$ cat config.mk
export PLATFORM = sky130hd
export DESIGN_NAME = device_registry_table_unit
export DESIGN_NICKNAME = d
export VERILOG_FILES = /design/src/hw/rtl/drt_pkg.sv /design/src/hw/rtl/drt_ram.sv /design/src/hw/rtl/drt_datapath.sv /design/src/hw/rtl/drt_ctrl.sv /design/src/hw/rtl/device_registry_table_unit.sv
export SDC_FILE = /design/constraint.sdc
export NUM_CORES = 2
export LEC_CHECK = 0
export ABC_CLOCK_PERIOD_IN_PS = 4600
export BUFFER_PORTS_ARGS = -buffer_cell sky130_fd_sc_hd__buf_2
export CAP_MARGIN = 20
export CELL_PAD_IN_SITES_DETAIL_PLACEMENT = 0
export CELL_PAD_IN_SITES_GLOBAL_PLACEMENT = 1
export CORE_ASPECT_RATIO = 0.6
export CORE_MARGIN = 10
export CORE_UTILIZATION = 35
export CTS_CLUSTER_DIAMETER = 50
export DETAILED_ROUTE_END_ITERATION = 8
export GPL_TIMING_DRIVEN = 0
export PLACE_DENSITY = 0.58
export SYNTH_ARGS = -nofsm -noshare
export SYNTH_HDL_FRONTEND = slang
export SYNTH_SLANG_ARGS = --single-unit
export TNS_END_PERCENT = 1
$ cat constraint.sdc
create_clock -name clock -period 4.6 [get_ports clock]
set_input_delay 0.92 -clock clock [delete_from_list [all_inputs] [get_ports clock]]
set_output_delay 0.92 -clock clock [all_outputs]
set_load 0.02 [all_outputs]
$ cat src/hw/rtl/drt_pkg.sv
// shared types, constants and codes of the device registry table
package drt_pkg;

   localparam int TABLE_SLOTS = 64;
   localparam int SLOT_W = $clog2(TABLE_SLOTS);
   localparam int PTR_W = $clog2(TABLE_SLOTS + 1);
   localparam int ENTRY_W = 32;

   localparam logic [2:0] OP_ADD = 3'd0;
   localparam logic [2:0] OP_DELETE = 3'd1;
   localparam logic [2:0] OP_LOOKUP = 3'd2;
   localparam logic [2:0] OP_NTH = 3'd3;
   localparam logic [2:0] OP_COUNT = 3'd4;
   localparam logic [2:0] OP_CLEAR = 3'd5;

   localparam logic [1:0] ST_OK = 2'd0;
   localparam logic [1:0] ST_DUPLICATE = 2'd1;
   localparam logic [1:0] ST_FULL = 2'd2;
   localparam logic [1:0] ST_NOT_FOUND = 2'd3;

   localparam logic [7:0] NEW_STATUS = 8'h80;
   localparam logic [7:0] NOT_FOUND_TYPE = 8'hff;
   localparam int COUNT_MAX = 127;

   typedef struct packed {
      logic [2:0]  op;
      logic [15:0] dev_addr;
      logic [7:0]  dev_type;
      logic [5:0]  nth_index;
   } req_type;

   typedef struct packed {
      logic [1:0]  status;
      logic [7:0]  found_type;
      logic [7:0]  found_state;
      logic [15:0] found_addr;
      logic [6:0]  type_count;
   } rsp_type;

   typedef struct packed {
      logic [15:0] addr;
      logic [7:0]  dtype;
      logic [7:0]  state;
   } entry_type;

   // controller to datapath
   typedef struct packed {
      logic       load;
      logic       issue;
      logic       shift_wr;
      logic       start_shift;
      logic       capture;
      logic       append;
      logic       shrink;
      logic       clear;
      logic       rsp_load;
      logic [1:0] status;
   } dp_cmd_type;

   // datapath to controller
   typedef struct packed {
      logic [2:0] op;
      logic       addr_zero;
      logic       full;
      logic       hit;
      logic       scan_end;
   } dp_stat_type;

endpackage

$ cat src/hw/rtl/drt_ram.sv
// generic single-port-write ram with registered read
module drt_ram #(
   parameter int WIDTH = 32,
   parameter int DEPTH = 64
) (
   input  logic                     clock,
   input  logic                     wr_en,
   input  logic [$clog2(DEPTH)-1:0] wr_addr,
   input  logic [WIDTH-1:0]         wr_data,
   input  logic                     rd_en,
   input  logic [$clog2(DEPTH)-1:0] rd_addr,
   output logic [WIDTH-1:0]         rd_data
);

   logic [WIDTH-1:0] mem_ff [DEPTH];
   logic [WIDTH-1:0] rd_data_ff;

   always_ff @(posedge clock) begin
      if (wr_en) begin
         mem_ff[wr_addr] <= wr_data;
      end
      if (rd_en) begin
         rd_data_ff <= mem_ff[rd_addr];
      end
   end

   assign rd_data = rd_data_ff;

endmodule

$ cat src/hw/rtl/drt_datapath.sv
// table storage, scan pointers, match logic and result register
module drt_datapath (
   input  logic                 clock,
   input  logic                 reset,
   input  drt_pkg::req_type     req_data,
   input  drt_pkg::dp_cmd_type  cmd,
   output drt_pkg::dp_stat_type stat,
   output drt_pkg::rsp_type     rsp_data
);
   import drt_pkg::*;

   req_type            item_ff;
   logic [PTR_W-1:0]   used_ff, used_in;
   logic [PTR_W-1:0]   rd_ptr_ff, rd_ptr_in;
   logic               rd_vld_ff, rd_vld_in;
   logic [SLOT_W-1:0]  rd_idx_ff;
   logic [PTR_W-1:0]   cnt_ff, cnt_in;
   entry_type          cap_ff;
   rsp_type            rsp_ff, rsp_in;

   logic               rd_go;
   logic               wr_en;
   logic [SLOT_W-1:0]  wr_addr;
   entry_type          wr_entry;
   entry_type          rd_entry;
   logic [ENTRY_W-1:0] rd_word;
   logic               addr_match;
   logic               type_match;
   logic               rank_match;

   assign rd_go = cmd.issue && (rd_ptr_ff < used_ff);

   assign wr_en = cmd.append || (cmd.shift_wr && rd_vld_ff);
   assign wr_addr = cmd.append ? used_ff[SLOT_W-1:0] : rd_idx_ff - SLOT_W'(1);
   always_comb begin
      if (cmd.append) begin
         wr_entry.addr = item_ff.dev_addr;
         wr_entry.dtype = item_ff.dev_type;
         wr_entry.state = NEW_STATUS;
      end else begin
         wr_entry = rd_entry;
      end
   end

   drt_ram #(
      .WIDTH (ENTRY_W),
      .DEPTH (TABLE_SLOTS)
   ) u_ram (
      .clock   (clock),
      .wr_en   (wr_en),
      .wr_addr (wr_addr),
      .wr_data (wr_entry),
      .rd_en   (rd_go),
      .rd_addr (rd_ptr_ff[SLOT_W-1:0]),
      .rd_data (rd_word)
   );

   assign rd_entry = entry_type'(rd_word);

   assign addr_match = (rd_entry.addr == item_ff.dev_addr) && (item_ff.dev_addr != 16'd0);
   assign type_match = (rd_entry.dtype == item_ff.dev_type);
   assign rank_match = (32'(cnt_ff) == 32'(item_ff.nth_index));

   always_comb begin
      stat.op = item_ff.op;
      stat.addr_zero = (item_ff.dev_addr == 16'd0);
      stat.full = (used_ff >= PTR_W'(TABLE_SLOTS));
      stat.hit = rd_vld_ff && ((item_ff.op == OP_NTH) ? (type_match && rank_match)
                                                     : addr_match);
      stat.scan_end = !rd_vld_ff && (rd_ptr_ff >= used_ff);
   end

   always_comb begin
      rd_ptr_in = rd_ptr_ff;
      rd_vld_in = rd_go;
      cnt_in = cnt_ff;
      used_in = used_ff;
      if (cmd.load) begin
         rd_ptr_in = '0;
         rd_vld_in = 1'b0;
         cnt_in = '0;
      end else if (cmd.start_shift) begin
         // resume reading just past the deleted entry
         rd_ptr_in = PTR_W'(rd_idx_ff) + PTR_W'(1);
         rd_vld_in = 1'b0;
      end else begin
         if (rd_go) begin
            rd_ptr_in = rd_ptr_ff + PTR_W'(1);
         end
         if (rd_vld_ff && type_match && !cmd.shift_wr) begin
            cnt_in = cnt_ff + PTR_W'(1);
         end
      end
      if (cmd.clear) begin
         used_in = '0;
      end else if (cmd.append) begin
         used_in = used_ff + PTR_W'(1);
      end else if (cmd.shrink) begin
         used_in = used_ff - PTR_W'(1);
      end
   end

   always_comb begin
      rsp_in.status = cmd.status;
      rsp_in.found_type = NOT_FOUND_TYPE;
      rsp_in.found_state = 8'd0;
      rsp_in.found_addr = 16'd0;
      rsp_in.type_count = 7'd0;
      if (cmd.status == ST_OK) begin
         if (item_ff.op == OP_LOOKUP) begin
            rsp_in.found_type = cap_ff.dtype;
            rsp_in.found_state = cap_ff.state;
         end
         if (item_ff.op == OP_NTH) begin
            rsp_in.found_addr = cap_ff.addr;
         end
      end
      if (item_ff.op == OP_COUNT) begin
         rsp_in.type_count = (32'(cnt_ff) > COUNT_MAX) ? 7'(COUNT_MAX) : 7'(cnt_ff);
      end
   end

   always_ff @(posedge clock) begin
      if (reset) begin
         used_ff <= '0;
         rd_ptr_ff <= '0;
         rd_vld_ff <= 1'b0;
         cnt_ff <= '0;
      end else begin
         used_ff <= used_in;
         rd_ptr_ff <= rd_ptr_in;
         rd_vld_ff <= rd_vld_in;
         cnt_ff <= cnt_in;
      end
   end

   always_ff @(posedge clock) begin
      if (cmd.load) begin
         item_ff <= req_data;
      end
      if (rd_go) begin
         rd_idx_ff <= rd_ptr_ff[SLOT_W-1:0];
      end
      if (cmd.capture) begin
         cap_ff <= rd_entry;
      end
      if (cmd.rsp_load) begin
         rsp_ff <= rsp_in;
      end
   end

   assign rsp_data = rsp_ff;

`ifndef SYNTH
   a_used_bound: assert property (@(posedge clock) disable iff (reset)
      used_ff <= PTR_W'(TABLE_SLOTS))
      else $error("entry count beyond table size");
   a_append_room: assert property (@(posedge clock) disable iff (reset)
      cmd.append |-> (used_ff < PTR_W'(TABLE_SLOTS)))
      else $error("append into a full table");
   a_read_in_range: assert property (@(posedge clock) disable iff (reset)
      rd_vld_ff |-> (PTR_W'(rd_idx_ff) < used_ff))
      else $error("read of a slot outside the occupied range");
   a_shift_addr: assert property (@(posedge clock) disable iff (reset)
      (cmd.shift_wr && rd_vld_ff) |-> (rd_idx_ff != '0))
      else $error("shift write below slot zero");
`endif

endmodule

$ cat src/hw/rtl/drt_ctrl.sv
// operation sequencer and handshake control of the device registry table
module drt_ctrl (
   input  logic                 clock,
   input  logic                 reset,
   input  logic                 req_valid,
   output logic                 req_stall,
   output logic                 rsp_valid,
   input  logic                 rsp_stall,
   input  drt_pkg::dp_stat_type stat,
   output drt_pkg::dp_cmd_type  cmd
);
   import drt_pkg::*;

   typedef enum logic [3:0] {
      S_IDLE   = 4'b0001,
      S_SCAN   = 4'b0010,
      S_SHIFT  = 4'b0100,
      S_FINISH = 4'b1000
   } state_type;

   state_type  state_ff, state_in;
   logic [1:0] status_ff, status_in;
   logic       rsp_valid_ff, rsp_valid_in;
   logic       rsp_free;

   assign rsp_free = !rsp_valid_ff || !rsp_stall;
   assign req_stall = (state_ff != S_IDLE);

   always_comb begin
      cmd = '0;
      cmd.status = status_ff;
      state_in = state_ff;
      status_in = status_ff;
      rsp_valid_in = rsp_valid_ff && rsp_stall;
      case (state_ff)
         S_IDLE: begin
            if (req_valid) begin
               cmd.load = 1'b1;
               state_in = S_SCAN;
            end
         end
         S_SCAN: begin
            case (stat.op)
               OP_ADD: begin
                  cmd.issue = !stat.addr_zero;
                  if (stat.addr_zero || stat.hit) begin
                     status_in = ST_DUPLICATE;
                     state_in = S_FINISH;
                  end else if (stat.scan_end) begin
                     if (stat.full) begin
                        status_in = ST_FULL;
                     end else begin
                        cmd.append = 1'b1;
                        status_in = ST_OK;
                     end
                     state_in = S_FINISH;
                  end
               end
               OP_DELETE: begin
                  cmd.issue = 1'b1;
                  if (stat.hit) begin
                     cmd.issue = 1'b0;
                     cmd.start_shift = 1'b1;
                     state_in = S_SHIFT;
                  end else if (stat.scan_end) begin
                     status_in = ST_NOT_FOUND;
                     state_in = S_FINISH;
                  end
               end
               OP_LOOKUP, OP_NTH: begin
                  cmd.issue = 1'b1;
                  if (stat.hit) begin
                     cmd.capture = 1'b1;
                     status_in = ST_OK;
                     state_in = S_FINISH;
                  end else if (stat.scan_end) begin
                     status_in = ST_NOT_FOUND;
                     state_in = S_FINISH;
                  end
               end
               OP_COUNT: begin
                  cmd.issue = 1'b1;
                  if (stat.scan_end) begin
                     status_in = ST_OK;
                     state_in = S_FINISH;
                  end
               end
               OP_CLEAR: begin
                  cmd.clear = 1'b1;
                  status_in = ST_OK;
                  state_in = S_FINISH;
               end
               default: begin
                  status_in = ST_NOT_FOUND;
                  state_in = S_FINISH;
               end
            endcase
         end
         S_SHIFT: begin
            // move each later entry one slot forward
            cmd.issue = 1'b1;
            cmd.shift_wr = 1'b1;
            if (stat.scan_end) begin
               cmd.shrink = 1'b1;
               status_in = ST_OK;
               state_in = S_FINISH;
            end
         end
         S_FINISH: begin
            if (rsp_free) begin
               cmd.rsp_load = 1'b1;
               rsp_valid_in = 1'b1;
               state_in = S_IDLE;
            end
         end
         default: begin
            state_in = S_IDLE;
         end
      endcase
   end

   always_ff @(posedge clock) begin
      if (reset) begin
         state_ff <= S_IDLE;
         status_ff <= ST_OK;
         rsp_valid_ff <= 1'b0;
      end else begin
         state_ff <= state_in;
         status_ff <= status_in;
         rsp_valid_ff <= rsp_valid_in;
      end
   end

   assign rsp_valid = rsp_valid_ff;

`ifndef SYNTH
   a_load_only_idle: assert property (@(posedge clock) disable iff (reset)
      cmd.load |-> (state_ff == S_IDLE) && req_valid)
      else $error("transaction loaded outside idle");
   a_no_overwrite: assert property (@(posedge clock) disable iff (reset)
      cmd.rsp_load |-> !(rsp_valid_ff && rsp_stall))
      else $error("pending response overwritten");
   a_finish_to_idle: assert property (@(posedge clock) disable iff (reset)
      cmd.rsp_load |=> (state_ff == S_IDLE) && rsp_valid_ff)
      else $error("response load did not complete the transaction");
`endif

endmodule

$ cat src/hw/rtl/device_registry_table_unit.sv
// top level of the device registry table
// clear, zero-address add and undefined op go from the scan state straight to finish; other
//   ops scan one slot per cycle through the ram read port, and delete stops at the hit then
//   shifts later entries forward; finish raises rsp_valid once the response register is free
// one transaction at a time: req_stall stays high until the response is loaded
// reset clears the entry count and all control state; table contents need no clearing
module device_registry_table_unit (
   input  logic             clock,
   input  logic             reset,
   input  logic             req_valid,
   output logic             req_stall,
   input  drt_pkg::req_type req_data,
   output logic             rsp_valid,
   input  logic             rsp_stall,
   output drt_pkg::rsp_type rsp_data
);
   import drt_pkg::*;

   dp_cmd_type  cmd;
   dp_stat_type stat;

   drt_ctrl u_ctrl (
      .clock     (clock),
      .reset     (reset),
      .req_valid (req_valid),
      .req_stall (req_stall),
      .rsp_valid (rsp_valid),
      .rsp_stall (rsp_stall),
      .stat      (stat),
      .cmd       (cmd)
   );

   drt_datapath u_datapath (
      .clock    (clock),
      .reset    (reset),
      .req_data (req_data),
      .cmd      (cmd),
      .stat     (stat),
      .rsp_data (rsp_data)
   );

endmodule
==> impl_results.md <==
- Status: completed
- Global-route wire length before repair: about 350000 um
- DP HPWL: 170000 um
- Hold_ws: 264 ps
- Initial antenna violation count: 33
- Placed insts: approximately 7000
- Cell area after synthesis: 85500 um2
- Worst Setup End Kind: flip-flop
- Peak supply drop: about 0.35 mV
- WL final: 254000 um
- Vias: 41900
- Post-synthesis sequential area ratio: 77.7%
- Hold path depth: 1
- FF+latch count, synth: 2221
- Hold Crit Class: in2reg
- Final hold vios: 0
- Mapped Cells: 3572
- Final period util: 96.0%
- Number of enable flip-flop cells after synthesis: about 2200
- Depth of the CTS H-tree: 4
- Psw: 8.05 mW
- # IOs: 80
- GR Overflow Total: 0
- Avg Synthesized Cell Area: 23.9 um2
- Setup crit start kind: flip-flop
- Worst slew pin tran: roughly 1100 ps
- Worst Path Required: between 5000 and 6000 ps
- DR WL/cell: around 34 um
- Clock Latency Late Sink: a little under 900 ps
- Vias in the first global route: around 40000
- Layout cells sized above 1: roughly 34%
- Setup TNS: 0 ps
- Share of the synthesized area in the top cell type: 77.0%
- # Max-Cap Violations: 0
- Syn nets: 3625
- Clk slew on worst S/H paths: 70 ps
- Vias/cell: roughly 5.6
- Max FO, Critical Path: 19
- Slew margin rel.: 24.3%
- LEAKAGE: 29.6 nW
- Tot GR Track Use: about a fifth
- Total CTS buffers: 200
- Clk network pwr share: 42.3%
- CTS tree: built
- Clock sinks: 2221
- Sequential share of power: a little under three fifths
- Layout Nets: approximately 4000
- Area contributors post-synth: edfxtp_1, mux4_2, dfxtp_1
- Largest net degree at the start of global routing: between 60 and 70
- IO Port Bufs: 79
- CTS Root Cell: clkbuf_16
- Crit path DAT: 4970 ps
- Most frequent cell after synthesis: edfxtp_1
- F_max: 227 MHz
- Die area: 265000 um2
- Sw Ratio: 20.5%
- Cts hold-fix bufs: 0
- # rows: 140
- Die X: 658 um
- Worst R2R Path Depth: 9
- Final period demand of the worst path: between 4000 and 5000 ps
- Combinational share of power: 1.3%
- Unrepaired setup endpoints after global routing: false
- Top cells by count, synth: edfxtp_1, mux4_2, nor2_1
- Yosys top cell by area: edfxtp_1
- Initial DRC Count: 6999
- Die H: ~400 um
- Final Skew: between 60 and 70 ps
- Most used DFF post-synth: edfxtp_1
- Initial Util: 35.2%
- DRC: 0
- Final GP Congestion: a little over 0.8
- Final Max Tran Viols: 0
- Critical path class: reg2reg
- Int Power: 31.2 mW
- Cell variety after synth: 60
- Final Util: 41.3%
- Layout Cells excl Fill: 7484
- DR pass1 iterations: 5
- Final setup violation count: 0
- Synth warnings: 0
- Max clock buf depth: 4
- FFs w/ async S/R, synth: 0%
- Core ar.: approximately 240000 um2
- Area growth from synthesis to layout: 17.2%
- Post-route ant nets: 0
- Pwr Density: 392 nW/um2
[cells by family (layout without fill, tap and decap cells)]
| family | after synthesis | after routing | synth area share, % |
|---|---|---|---|
| DFF | 2221 | 2221 | 77.7 |
| xor gates and xnor gates | 57 | 57 | 0.584 |
| and+or+nand+nor | 297 | 298 | 1.77 |
| muxes | 714 | 714 | 18.2 |
| other | 0 | 23 | 0 |
| adders and majority gates | 16 | 16 | 0.243 |
| buffers and inverters | 189 | 811 | 0.959 |
| AOI/OAI and AO/OA | 78 | 78 | 0.584 |
[registers in the layout (all words and copies together), names as in the netlist]
signal and flops:
u_datapath.rd_ptr_ff 7, u_ctrl.state_ff 4, u_datapath.cap_ff 32, u_datapath.rd_vld_ff 1, u_ctrl.status_ff 2, u_datapath.stat 3, u_datapath.rsp_data 41, u_datapath.used_ff 7
u_ctrl.rsp_valid 1, u_datapath.rd_idx_ff 6, u_datapath.u_ram.rd_data 32, u_datapath.cnt_ff 7, u_datapath.item_ff 30, u_datapath.u_ram.mem_ff 2048
[cell usage in the layout (no fill, tap or decap), types with 7 or more instances in the layout]
cell	count
edfxtp_1	2192
mux4_2	666
clkbuf_16	203
buf_2	124
clkbuf_1	120
buf_12	97
nor2_4	65
nor2_1	48
buf_4	46
xor2_1	43
clkinv_2	43
nand2_1	35
clkinv_1	34
and2_1	29
dfxtp_1	29
buf_8	26
diode_2	23
a21oi_1	23
nor3_1	22
buf_1	18
buf_16	18
inv_1	17
nand4_1	15
mux2_2	15
mux2_4	15
ha_1	15
bufinv_16	15
xnor2_1	14
nand2b_1	14
nor4_1	13
o21ai_0	13
clkbuf_2	12
and3_1	11
buf_6	10
mux2i_1	10
clkinvlp_4	10
nand3_1	9
inv_6	8
and2_2	7
o21ai_1	7
[critical path: stages, from the launching register on]
cell	delay, ps
edfxtp_1	450
nor4_2	470
nand4_2	480
nand3_2	280
o22a_1	270
buf_2	320
nand4_1	190
a21o_1	500
nor2_4	810
buf_12	280
[worst paths after layout]
check	start	to	slack [ps]
max	u_datapath.item_ff[18]	u_datapath.u_ram.mem_ff[3][14]	190
min	req_data[31]	u_datapath.stat[5]	260
max reg2reg	u_datapath.item_ff[18]	u_datapath.u_ram.mem_ff[3][14]	190
min reg2reg	u_datapath.u_ram.rd_data[5]	u_datapath.cap_ff[5]	420
[cell type report]
type | instances | area (um2)
Inverter | 18 | 67.6
Clock inverter | 116 | 1010
Fill cell | 21000 | 143000
Clock buffer | 244 | 5260
Buffer | 170 | 792
Multi-Input combinational cell | 1163 | 18900
Tap cell | 3266 | 4090
Timing Repair Buffer | 263 | 3550
Sequential cell | 2221 | 66400
Antenna cell | 23 | 57.6
[timing repair]
item,in CTS,in global routing
gates cloned,1,0
setup buffers,45,16
resized for setup,22,7
endpoints found under the setup margin,4117,1380
pin swaps,19,6
[metrics by stage]
| step | setup WS [ps] | power, mW | instance area [um2] |
|---|---|---|---|
| 6_report | 186 | 39.3 | 100000 |
| 5_1_grt | 16.3 | 40.4 | 100000 |
| 4_1_cts | -79.8 | 39.5 | 99800 |
| 3_5_place_dp | -1800 | 23.1 | 92800 |
| 3_3_place_gp | -4370 | 23.1 | 90000 |
| 2_1_floorplan | 18.2 | 22.8 | 85500 |
[metal layers]
| metal | global-route usage [%] | share of wire (%) | vias up |
|---|---|---|---|
| li1 | - | - | 16300 |
| met4 | 3.48 | 1.9 | 14 |
| met1 | 30.0 | 46 | 22900 |
| met5 | 0 | 0.033 | - |
| met3 | 6.49 | 13 | 308 |
| met2 | 24.0 | 39 | 2322 |
[power groups by stage]
| stage | Sequential (mW) | Combinational, mW | Clock [mW] |
|---|---|---|---|
| global placement | 22.6 | 0.478 | 0 |
| CTS | 22.1 | 0.526 | 16.9 |
| finish | 22.1 | 0.530 | 16.6 |
| floorplan | 22.6 | 0.286 | 0 |
| detailed placement | 22.6 | 0.522 | 0 |
| global route | 22.1 | 0.575 | 17.7 |
Power figures use the tool's default switching activity.
